File: src/sv/blinking_lamp_matrix_scanner_unit_macros.svh
// ============================================================================
// Assertion macros
// Concurrent assertion helpers used by the lamp scanner back end.
// ============================================================================
`ifndef BLINKING_LAMP_MATRIX_SCANNER_UNIT_MACROS_SVH
`define BLINKING_LAMP_MATRIX_SCANNER_UNIT_MACROS_SVH

`ifndef SYNTHESIS
// Same-cycle implication, checked at every rising edge outside reset.
`define BLMS_ASSERT_IMPLY(label, clk, rst_n, ante, cons) \
    label: assert property (@(posedge clk) disable iff (!rst_n) (ante) |-> (cons)) \
        else $error("lamp scanner assertion failed");
// Next-cycle implication.
`define BLMS_ASSERT_NEXT(label, clk, rst_n, ante, cons) \
    label: assert property (@(posedge clk) disable iff (!rst_n) (ante) |=> (cons)) \
        else $error("lamp scanner assertion failed");
`else
`define BLMS_ASSERT_IMPLY(label, clk, rst_n, ante, cons)
`define BLMS_ASSERT_NEXT(label, clk, rst_n, ante, cons)
`endif

`endif

File: src/sv/blms_pkg.sv
// ============================================================================
// Lamp scanner package
// Types, codes and helper functions of the blinking lamp matrix scanner.
// ============================================================================
package blms_pkg;

    localparam int NUM_LAMPS       = 64;
    localparam int LAMP_W          = $clog2(NUM_LAMPS);
    localparam int QUEUE_DEPTH_DEF = 4;

    // Item opcodes
    localparam logic [1:0] OP_COMMAND = 2'd0;
    localparam logic [1:0] OP_TICK    = 2'd1;
    localparam logic [1:0] OP_SCAN    = 2'd2;
    localparam logic [1:0] OP_SWITCH  = 2'd3;

    // Lamp modes
    localparam logic [1:0] MODE_OFF  = 2'd0;
    localparam logic [1:0] MODE_ON   = 2'd1;
    localparam logic [1:0] MODE_SLOW = 2'd2;
    localparam logic [1:0] MODE_FAST = 2'd3;

    localparam logic [LAMP_W-1:0] DIAG_LAMP = LAMP_W'(22);
    localparam logic [LAMP_W-1:0] LAST_LAMP = LAMP_W'(NUM_LAMPS - 1);

    localparam logic [15:0] DEB_FORCE = 16'hE000;
    localparam logic [15:0] DEB_PRESS = 16'hF000;
    localparam logic [2:0]  DIAG_TOP  = 3'd4;   // above this the count wraps to 0

    typedef struct packed {
        logic [1:0] opcode;
        logic [7:0] cmd_byte;
        logic       switch_level;
    } request_t;

    typedef struct packed {
        logic [7:0]        lamp_port;
        logic [LAMP_W-1:0] lamp_index;
        logic              diag_led_on;
        logic [2:0]        diag_mode;
        logic              press_seen;
    } result_t;

    // One-hot item class, set by the front end
    typedef struct packed {
        logic cmd;
        logic tick;
        logic scan;
        logic sample;
    } kind_t;

    typedef struct packed {
        kind_t             kind;
        logic [LAMP_W-1:0] lamp;
        logic [1:0]        mode;
        logic              level;
    } qent_t;

    function automatic logic lamp_lit(input logic [1:0] mode, input logic slow,
                                      input logic fast);
        logic lit;
        unique case (mode)
            MODE_ON:   lit = 1'b1;
            MODE_SLOW: lit = slow;
            MODE_FAST: lit = fast;
            default:   lit = 1'b0;
        endcase
        return lit;
    endfunction

    function automatic logic [7:0] drive_code(input logic [LAMP_W-1:0] idx);
        logic [3:0] enable;
        enable = ~(4'b0001 << idx[5:4]);
        return {enable, idx[3:0]};
    endfunction

endpackage

File: src/sv/blms_front.sv
// ============================================================================
// Lamp scanner front end
// Accept requests, classify them and hold them in a short queue.
// ============================================================================
module blms_front
    import blms_pkg::*;
#(
    parameter int QUEUE_DEPTH = QUEUE_DEPTH_DEF
)
(
    input  logic     clk,
    input  logic     rst_n,
    input  logic     start,
    output logic     busy,
    input  request_t request,
    input  logic     take,
    output logic     avail,
    output qent_t    head
);

    localparam int PTR_W = (QUEUE_DEPTH > 1) ? $clog2(QUEUE_DEPTH) : 1;
    localparam int CNT_W = $clog2(QUEUE_DEPTH + 1);
    localparam logic [PTR_W-1:0] PTR_LAST = PTR_W'(QUEUE_DEPTH - 1);
    localparam logic [CNT_W-1:0] CNT_FULL = CNT_W'(QUEUE_DEPTH);

    qent_t             q_mem_reg [QUEUE_DEPTH];
    logic [PTR_W-1:0]  wr_ptr_reg, wr_ptr_next;
    logic [PTR_W-1:0]  rd_ptr_reg, rd_ptr_next;
    logic [CNT_W-1:0]  count_reg, count_next;
    qent_t             entry;
    logic              push;
    logic              pop;

    // Classify the request
    always_comb
    begin
        entry.kind  = '0;
        entry.lamp  = request.cmd_byte[7:2];
        entry.mode  = request.cmd_byte[1:0];
        entry.level = request.switch_level;
        unique case (request.opcode)
            OP_COMMAND: entry.kind.cmd    = 1'b1;
            OP_TICK:    entry.kind.tick   = 1'b1;
            OP_SCAN:    entry.kind.scan   = 1'b1;
            OP_SWITCH:  entry.kind.sample = 1'b1;
            default:    entry.kind        = '0;
        endcase
    end

    assign busy  = (count_reg == CNT_FULL);
    assign avail = (count_reg != '0);
    assign push  = start && !busy;
    assign pop   = take && avail;
    assign head  = q_mem_reg[rd_ptr_reg];

    always_comb
    begin
        wr_ptr_next = wr_ptr_reg;
        rd_ptr_next = rd_ptr_reg;
        count_next  = count_reg;
        if (push)
        begin
            wr_ptr_next = (wr_ptr_reg == PTR_LAST) ? '0 : wr_ptr_reg + 1'b1;
        end
        if (pop)
        begin
            rd_ptr_next = (rd_ptr_reg == PTR_LAST) ? '0 : rd_ptr_reg + 1'b1;
        end
        if (push && !pop)
        begin
            count_next = count_reg + 1'b1;
        end
        else if (pop && !push)
        begin
            count_next = count_reg - 1'b1;
        end
    end

    always_ff @(posedge clk or negedge rst_n)
    begin
        if (!rst_n)
        begin
            wr_ptr_reg <= '0;
            rd_ptr_reg <= '0;
            count_reg  <= '0;
        end
        else
        begin
            wr_ptr_reg <= wr_ptr_next;
            rd_ptr_reg <= rd_ptr_next;
            count_reg  <= count_next;
        end
    end

    always_ff @(posedge clk)
    begin
        if (push)
        begin
            q_mem_reg[wr_ptr_reg] <= entry;
        end
    end

endmodule

File: src/sv/blms_back.sv
// ============================================================================
// Lamp scanner back end
// Execute queued requests against lamp, blink, scan and debounce state.
// ============================================================================
`include "blinking_lamp_matrix_scanner_unit_macros.svh"

module blms_back
    import blms_pkg::*;
(
    input  logic    clk,
    input  logic    rst_n,
    input  logic    avail,
    input  qent_t   head,
    output logic    take,
    output logic    done,
    output result_t result
);

    // Lamp mode store; an entry without its valid bit reads as the fill mode
    logic [1:0]           lamp_mem [NUM_LAMPS];
    logic [NUM_LAMPS-1:0] mode_vld_reg, mode_vld_next;
    logic [1:0]           fill_mode_reg, fill_mode_next;
    logic [1:0]           lamp22_reg, lamp22_next;

    logic [1:0]        blink_phase_reg, blink_phase_next;
    logic              slow_reg, slow_next;
    logic              fast_reg, fast_next;
    logic [LAMP_W-1:0] scan_pos_reg, scan_pos_next;
    logic [15:0]       hist_reg, hist_next;
    logic [2:0]        diag_cnt_reg, diag_cnt_next;
    logic              diag_led_reg, diag_led_next;

    // Second stage
    logic              s2_valid_reg;
    logic              s2_scan_reg;
    logic [LAMP_W-1:0] s2_index_reg;
    logic              s2_vld_reg;
    logic [1:0]        s2_fill_reg;
    logic [1:0]        rd_mode_reg;
    logic              s2_slow_reg;
    logic              s2_fast_reg;
    logic              s2_press_reg;

    logic [15:0] hist_shift;
    logic        press;
    logic [2:0]  cnt_step;
    logic [1:0]  all_mode;
    logic [1:0]  shown_mode;

    assign take = avail;

    always_comb
    begin
        hist_shift = {hist_reg[14:0], head.level} | DEB_FORCE;
        press      = take && head.kind.sample && (hist_shift == DEB_PRESS);
        cnt_step   = (diag_cnt_reg > DIAG_TOP) ? 3'd0 : diag_cnt_reg + 3'd1;
        all_mode   = (cnt_step >= 3'd1 && cnt_step <= 3'd3) ? cnt_step[1:0] : MODE_OFF;

        mode_vld_next    = mode_vld_reg;
        fill_mode_next   = fill_mode_reg;
        lamp22_next      = lamp22_reg;
        blink_phase_next = blink_phase_reg;
        slow_next        = slow_reg;
        fast_next        = fast_reg;
        scan_pos_next    = scan_pos_reg;
        hist_next        = hist_reg;
        diag_cnt_next    = diag_cnt_reg;
        diag_led_next    = diag_led_reg;

        if (take)
        begin
            if (head.kind.cmd)
            begin
                mode_vld_next[head.lamp] = 1'b1;
                if (head.lamp == DIAG_LAMP)
                begin
                    lamp22_next = head.mode;
                end
            end
            if (head.kind.tick)
            begin
                slow_next        = blink_phase_reg[1];
                fast_next        = blink_phase_reg[0];
                blink_phase_next = blink_phase_reg + 2'd1;
            end
            if (head.kind.scan)
            begin
                scan_pos_next = scan_pos_reg + 1'b1;
                if (scan_pos_reg == LAST_LAMP)
                begin
                    diag_led_next = lamp_lit(lamp22_reg, slow_reg, fast_reg);
                end
            end
            if (head.kind.sample)
            begin
                hist_next = hist_shift;
            end
            if (press)
            begin
                diag_cnt_next  = cnt_step;
                mode_vld_next  = '0;
                fill_mode_next = all_mode;
                lamp22_next    = all_mode;
            end
        end
    end

    always_ff @(posedge clk or negedge rst_n)
    begin
        if (!rst_n)
        begin
            mode_vld_reg    <= '0;
            fill_mode_reg   <= MODE_OFF;
            lamp22_reg      <= MODE_OFF;
            blink_phase_reg <= '0;
            slow_reg        <= 1'b0;
            fast_reg        <= 1'b0;
            scan_pos_reg    <= '0;
            hist_reg        <= '0;
            diag_cnt_reg    <= '0;
            diag_led_reg    <= 1'b0;
            s2_valid_reg    <= 1'b0;
        end
        else
        begin
            mode_vld_reg    <= mode_vld_next;
            fill_mode_reg   <= fill_mode_next;
            lamp22_reg      <= lamp22_next;
            blink_phase_reg <= blink_phase_next;
            slow_reg        <= slow_next;
            fast_reg        <= fast_next;
            scan_pos_reg    <= scan_pos_next;
            hist_reg        <= hist_next;
            diag_cnt_reg    <= diag_cnt_next;
            diag_led_reg    <= diag_led_next;
            s2_valid_reg    <= take;
        end
    end

    // Store write and registered read
    always_ff @(posedge clk)
    begin
        if (take && head.kind.cmd)
        begin
            lamp_mem[head.lamp] <= head.mode;
        end
        rd_mode_reg <= lamp_mem[scan_pos_reg];
    end

    // Snapshot what the second stage needs
    always_ff @(posedge clk)
    begin
        s2_scan_reg  <= take && head.kind.scan;
        s2_index_reg <= scan_pos_reg;
        s2_vld_reg   <= mode_vld_reg[scan_pos_reg];
        s2_fill_reg  <= fill_mode_reg;
        s2_slow_reg  <= slow_reg;
        s2_fast_reg  <= fast_reg;
        s2_press_reg <= press;
    end

    assign shown_mode = s2_vld_reg ? rd_mode_reg : s2_fill_reg;
    assign done       = s2_valid_reg;

    always_comb
    begin
        result.lamp_port   = (s2_scan_reg && lamp_lit(shown_mode, s2_slow_reg, s2_fast_reg))
                             ? drive_code(s2_index_reg) : 8'd0;
        result.lamp_index  = s2_scan_reg ? s2_index_reg : '0;
        result.diag_led_on = diag_led_reg;
        result.diag_mode   = diag_cnt_reg;
        result.press_seen  = s2_press_reg;
    end

    `BLMS_ASSERT_IMPLY(a_port_matches_index, clk, rst_n, done && result.lamp_port != 8'd0, result.lamp_port[3:0] == result.lamp_index[3:0])
    `BLMS_ASSERT_IMPLY(a_diag_mode_range, clk, rst_n, done, result.diag_mode <= 3'd5)
    `BLMS_ASSERT_NEXT(a_scan_advances, clk, rst_n, take && head.kind.scan, scan_pos_reg == LAMP_W'($past(scan_pos_reg) + 1'b1))

endmodule

File: src/sv/blinking_lamp_matrix_scanner_unit.sv
// ============================================================================
// Blinking lamp matrix scanner
// Top level: request queue front end plus execution back end.
// ============================================================================
// A request is taken at a rising edge with start high and busy low. Its
// result is strobed on done for one cycle, starting at the next rising edge
// after the accepting edge, in request order. It must be captured at the edge
// that ends that cycle: there is no way to hold it.
// The back end retires one request per cycle, so one request per cycle is
// sustained and busy rises only when the QUEUE_DEPTH-entry queue is full.
// Every request yields exactly one result. Lamp modes live in a 64-entry
// store with a valid bit per entry; a debounced press that re-fills all
// lamps clears the valid bits and loads a fill mode together, so no clearing
// pass is needed after reset.
// ============================================================================
module blinking_lamp_matrix_scanner_unit
    import blms_pkg::*;
#(
    parameter int QUEUE_DEPTH = QUEUE_DEPTH_DEF
)
(
    input  logic     clk,
    input  logic     rst_n,
    input  logic     start,
    output logic     busy,
    input  request_t request,
    output logic     done,
    output result_t  result
);

    logic  take;
    logic  avail;
    qent_t head;

    // Accept and classify; hold in the queue
    blms_front #(
        .QUEUE_DEPTH (QUEUE_DEPTH)
    ) u_front (
        .clk     (clk),
        .rst_n   (rst_n),
        .start   (start),
        .busy    (busy),
        .request (request),
        .take    (take),
        .avail   (avail),
        .head    (head)
    );

    // Drain one queued request per cycle and strobe its result
    blms_back u_back (
        .clk    (clk),
        .rst_n  (rst_n),
        .avail  (avail),
        .head   (head),
        .take   (take),
        .done   (done),
        .result (result)
    );

endmodule
File: config.mk
export PLATFORM = sky130hd
export DESIGN_NAME = blinking_lamp_matrix_scanner_unit
export DESIGN_NICKNAME = d
export VERILOG_FILES = /design/src/sv/blms_pkg.sv /design/src/sv/blms_front.sv /design/src/sv/blms_back.sv /design/src/sv/blinking_lamp_matrix_scanner_unit.sv
export VERILOG_INCLUDE_DIRS = /design/src /design/src/sv
export SDC_FILE = /design/constraint.sdc
export NUM_CORES = 1
export LEC_CHECK = 0
export ABC_AREA = 1
export BUFFER_PORTS_ARGS = -buffer_cell sky130_fd_sc_hd__buf_2
export CAP_MARGIN = 20
export CORE_MARGIN = 2
export CORE_UTILIZATION = 32
export CTS_CLUSTER_DIAMETER = 40
export DETAILED_ROUTE_END_ITERATION = 8
export MAX_ROUTING_LAYER = met4
export PLACE_DENSITY = 0.57
export SLEW_MARGIN = 20
export SYNTH_ARGS = -nofsm -noshare
export SYNTH_HDL_FRONTEND = slang
export SYNTH_SLANG_ARGS = --single-unit
File: constraint.sdc
create_clock -name clk -period 4.3 [get_ports clk]
set_clock_uncertainty 0.05 [all_clocks]
set_input_delay 0.86 -clock clk [delete_from_list [all_inputs] [get_ports clk]]
set_output_delay 0.86 -clock clk [all_outputs]
set_load 0.01 [all_outputs]
# == Word level (Yosys, flattened, before mapping) ==
# Memories as Yosys holds them, arrays and structs flattened. A register that Yosys moved wholly into a read port is not among the register bits.
# Index checks and enable logic that the tools add are counted.
# totals
latchBits,0
mem_bits_ro,0
regBits,115
memories,2
in_bits,14
mem_bits_rw,180
output_inout_bits,21
# memory_table
memory,depth,width,rd,rd_clocked_by_memory_dff,wr,line,rtl
u_back.lamp_mem,64,2,1,1,1,blms_back.sv:20,logic [1:0] lamp_mem [NUM_LAMPS];
u_front.q_mem_reg,4,13,1,0,1,blms_front.sv:26,qent_t q_mem_reg [QUEUE_DEPTH];
# op_classes
eq_ne,15
n_reduce_logical,25
shift,1
n_mul,0
bitwise,2
muxes,28
addsub,7
div,0
order_cmp,6
# ops
op,n
two-way mux 64 bit,2
OR 64 bit,1
"== test 2 bit, second input constant",8
"less-than comparator 6 x 7 -> 1 bit, second input constant",2
two-way mux 2 bit,7
"== test 13 bit, second input constant",1
logical AND 1 bit,10
two-way mux 1 bit,10
AND reduction 2 bit,5
two-way mux 3 bit,3
two-way mux 8 bit,1
"adder 2 x 1 -> 2 bit, second input constant",3
"adder 3 x 1 -> 3 bit, second input constant",2
"adder 6 x 1 -> 6 bit, second input constant",1
binary-select mux 1 bit (select 6 bit),1
demux 1 bit (select 6 bit),1
"== test 2 x 1 -> 1 bit, second input constant",3
"== test 6 x 5 -> 1 bit, second input constant",1
"== test 6 bit, second input constant",1
"greater-or-equal comparator 6 x 1 -> 1 bit, second input constant",1
two-way mux 6 bit,1
case mux 1 bit (3 select lines),2
AND reduction 3 bit,2
nonzero test 2 bit,3
10 further kinds,12

# == Depth between registers and ports, before layout ==
# An unclocked memory read counts as a cell.
# logic_depth
ltp_word,8
depth_mapped,14
ltp_nobuf,13

# == Cells and area by module ==
# Synthesis repeated with hierarchy kept, for this count alone.
# hier_totals
cells_unflattened,1417
area_unflattened_um2,13290.2
# by_module_without_submodules
mod,n_inst,area_per_inst_um2,cells_per_inst
blms_back,1,10654.0,1199
blms_front,1,2636.3,218

# == Least setup slack after synthesis ==
# Ideal clock, no wire load.
# synth_path
path_kind,register to register
from,register u_front.rd_ptr_reg[1]
to,"memory u_back.lamp_mem[0][1], data pin"
setup_slack_ps,1059
arrival_ps,2632
stages_incl_launch_ff,5
setup_time_ps,559
path_cell_list,dfrtp_1 -> inv_1 -> buf_2 -> o21ai_0 -> o22ai_1
# synth_rtl
item,line,rtl
start: declaration,blms_front.sv:28,"logic [PTR_W-1:0] rd_ptr_reg, rd_ptr_next;"
start signal: assignment,blms_front.sv:90,rd_ptr_reg <= rd_ptr_next;
end: declaration,blms_back.sv:20,

==> impl_metrics.yaml <==
run_status:
  outcome: "complete, no violations"
global_route:
  grt_usage: 0.1424
  grt_max_degree: 97
  grt_pass1_wl_um: 48130
  grt_pass1_vias: 8928
  antenna_found_initial: 0
  overflow: 0
layout:
  fill_cells: 4090
  largest_reg_flops: 128
  antennaDiodeCount: 0
  multi_input_area_um2: 3956
  final_layout_size_suffix_gt1_frac: 0.1336
  ff_latch_area_um2: 8263
  syn_to_final_growth_pct: 14.66
  fin_area_um2: 15140
  fin_nets: 1417
logic_synthesis:
  yosys_most_used_dff: "edfxtp_1"
  ys_ff_latch: 297
  yosysSeqAreaShare: 0.6255
  synthCells: 1361
  synth_fa_ha_area_frac: 0.009478
  synthMuxAreaShare: 0.0007582
  synth_compound_area_frac: 0.06729
  synth_cell_type_count: 44
  synth-simple-area-share: 0.2143
  synthArstFlopShare: 0.3434
  yosysWarningCount: 0
  synth_top_family_by_area: "simple AND/OR/NAND/NOR gates"
  syn_area_per_cell_um2: 9.700
  synth_edf_count: 180
  netlist_area_um2: 13200
  synth_xor_area_frac: 0.005308
  synth_nets: 1385
clock_tree:
  post_cts_buffers: 0
  worstSkewPairLatency_ns: 0.51
  root_buffer: "clkbuf_16"
  cts.clk_slew.worst_paths_ns: 0.06
  htree_num_levels: 2
  cts_tree: "done"
  cts_buffers: 38
  cts_resized: 0
  numClockSinks: 297
  cts_hold_buf: 0
  cts_buffer_depth: 3
sta:
  fmax_mhz: 335.6
  tns_ns: 0
  tightest_slew_ns: 0.9220
  finalCritPeriodShare: 0.6931
  relSlewSlack: 0.3801
  finalSetupViolCount: 0
  hold_viol: 0
  finalMaxSlewViolations: 0
  fin_crit_ns: 2.980
  rsz0062_at_grt: "no"
detailed_routing:
  wl_um: 29600
  firstDrtPassIters: 5
  drc: 0
  vias: 8971
  antenna_left: 0
  via_per_inst: 4.591
  wire_per_inst_um: 15.15
  first_iter_violations: 563
placement:
  port_buffers: 34
  dpl_cell_area_um2: 13900
  dp_hpwl_um: 17920
  gp_congestion: 0.7434
pwr:
  switching_share: 0.3954
  leakage_nw: 6.764
  power_frac_seq: 0.373
  p_per_area_nw_per_um2: 774.5
  pwr-share-clk: 0.261
  combPwrFrac: 0.366
  intPower_w: 0.007089
  peakVddDrop_mv: 0.4148
  p_sw_w: 0.004635
critical_path:
  crit_fanout: 8
  critPathLaunchType: "register"
  r2r_cells: 9
  crit_required_ns: 3.39
  cp.arrival_ns: 2.07
  cp-end-kind: "output pin"
  path_class: "reg2out"
die:
  io_pins: 35
  start_util: 0.3240
  core_um2: 40740
  die-area_um2: 42890
  die_w_um: 207.1
  dieHeight_um: 207.1
  rows: 74
worst_hold_path:
  hold_path_class: "in2async"
flow_run:
  maxCapViolCount: 0
## through the flow
stage	power (W)	worst slack, ns	util	instances	hold slack (ns)
after floorplan	0.007465	1.059	-	1361	0.2922
after global placement	0.008687	1.704	0.3412	1885	0.3053
after detailed placement	0.008757	1.663	0.3412	1885	0.3056
after CTS	0.01184	1.246	0.3716	1954	0.1058
after global routing	0.01253	1.043	0.3716	1954	0.1040
final	0.01172	1.320	0.3716	1954	0.1179
## worst max-delay path: stages (launching register included)
cell	delay, ns
dfxtp_1	0.37
o21ai_0	0.13
o31ai_1	0.79
a21oi_1	0.08
buf_2	0.19
## worst paths after layout
path,startpoint,to,slack [ns]
worst min-delay path,rst_n,u_back.done,0.12
worst min register to register,u_back.fast_reg,u_back.s2_fast_reg,0.31
min in group clk,u_back.fast_reg,u_back.s2_fast_reg,0.31
worst max register to register,u_front.rd_ptr_reg[1],u_back.mode_vld_reg[14],1.67
max in group asynchronous,rst_n,u_back.mode_vld_reg[34],3.31
worst max-delay path,u_back.s2_vld_reg,result[18],1.32
## logic make-up (layout without fill, tap and decap cells)
| family | Yosys count | count (layout) |
|---|---|---|
| AOI/OAI and AO/OA | 165 | 165 |
| and+or+nand+nor | 638 | 638 |
| DFF | 297 | 297 |
| buffers and inverters | 242 | 303 |
| adders and majority gates | 10 | 10 |
| xor gates and xnor gates | 8 | 8 |
| muxes | 1 | 1 |
## layer usage
metal  up-vias  GRT usage  wire, µm
li1       4443          -         -
met1      4327     0.1898     13520
met2       170     0.2346     14350
met3        31    0.02122      1436
met4         0    0.02291       295
met5         -          -         0
## power by group through the flow
stage	registers (W)	clock network, W	logic, W
floorplan	0.00428	0	0.00319
global route	0.00445	0.00324	0.00484
finish	0.00437	0.00306	0.00429
CTS	0.00437	0.00311	0.00435
detailed placement	0.00442	0	0.00433
global placement	0.00441	0	0.00428
## Yosys cell counts (2+ instances only)
| master | number | area, µm² |
|---|---|---|
| a21oi_1 | 62 | 310.3 |
| a21oi_2 | 2 | 17.52 |
| buf_1 | 5 | 18.77 |
| buf_2 | 18 | 90.09 |
| buf_4 | 6 | 45.04 |
| buf_6 | 6 | 67.56 |
| clkbuf_1 | 21 | 78.83 |
| clkinv_1 | 12 | 45.04 |
| dfrtp_1 | 102 | 2552 |
| dfxtp_1 | 15 | 300.3 |
| edfxtp_1 | 180 | 5405 |
| ha_1 | 10 | 125.1 |
| inv_1 | 156 | 585.6 |
| inv_2 | 14 | 52.55 |
| nand2_1 | 360 | 1351 |
| nand2_2 | 16 | 100.1 |
| nand2_4 | 5 | 56.30 |
| nand3_1 | 84 | 420.4 |
| nand3_2 | 2 | 20.02 |
| nand3_4 | 2 | 35.03 |
| nand4_1 | 3 | 18.77 |
| nor2_1 | 136 | 510.5 |
| nor2_2 | 11 | 68.82 |
| nor2_4 | 14 | 157.7 |
| nor2_8 | 3 | 60.06 |
| o211ai_1 | 12 | 90.09 |
| o21a_1 | 2 | 15.01 |
| o21ai_0 | 71 | 355.3 |
| o21ai_1 | 7 | 35.03 |
| o21ai_2 | 2 | 17.52 |
| o22ai_1 | 3 | 18.77 |
| xnor2_1 | 2 | 17.52 |
| xor2_1 | 6 | 52.55 |
## final cells by class
| class | count | share of cell area |
|---|---|---|
| flip-flops and latches | 297 | 0.5459 |
| multi-input cells | 822 | 0.2614 |
| clock buffers | 52 | 0.07315 |
| inverters | 185 | 0.04662 |
| well taps | 532 | 0.04397 |
| repair buffers | 49 | 0.02050 |
| clock inverters | 17 | 0.008514 |
## placed cells by master, fill, tap and decap left out, types with 33 or more instances in the layout
cell,instances
nand2_1,360
edfxtp_1,180
inv_1,154
nor2_1,136
dfrtp_1,100
nand3_1,84
o21ai_0,71
a21oi_1,62
clkbuf_16,41
buf_2,33
Power figures use the tool's default switching activity.
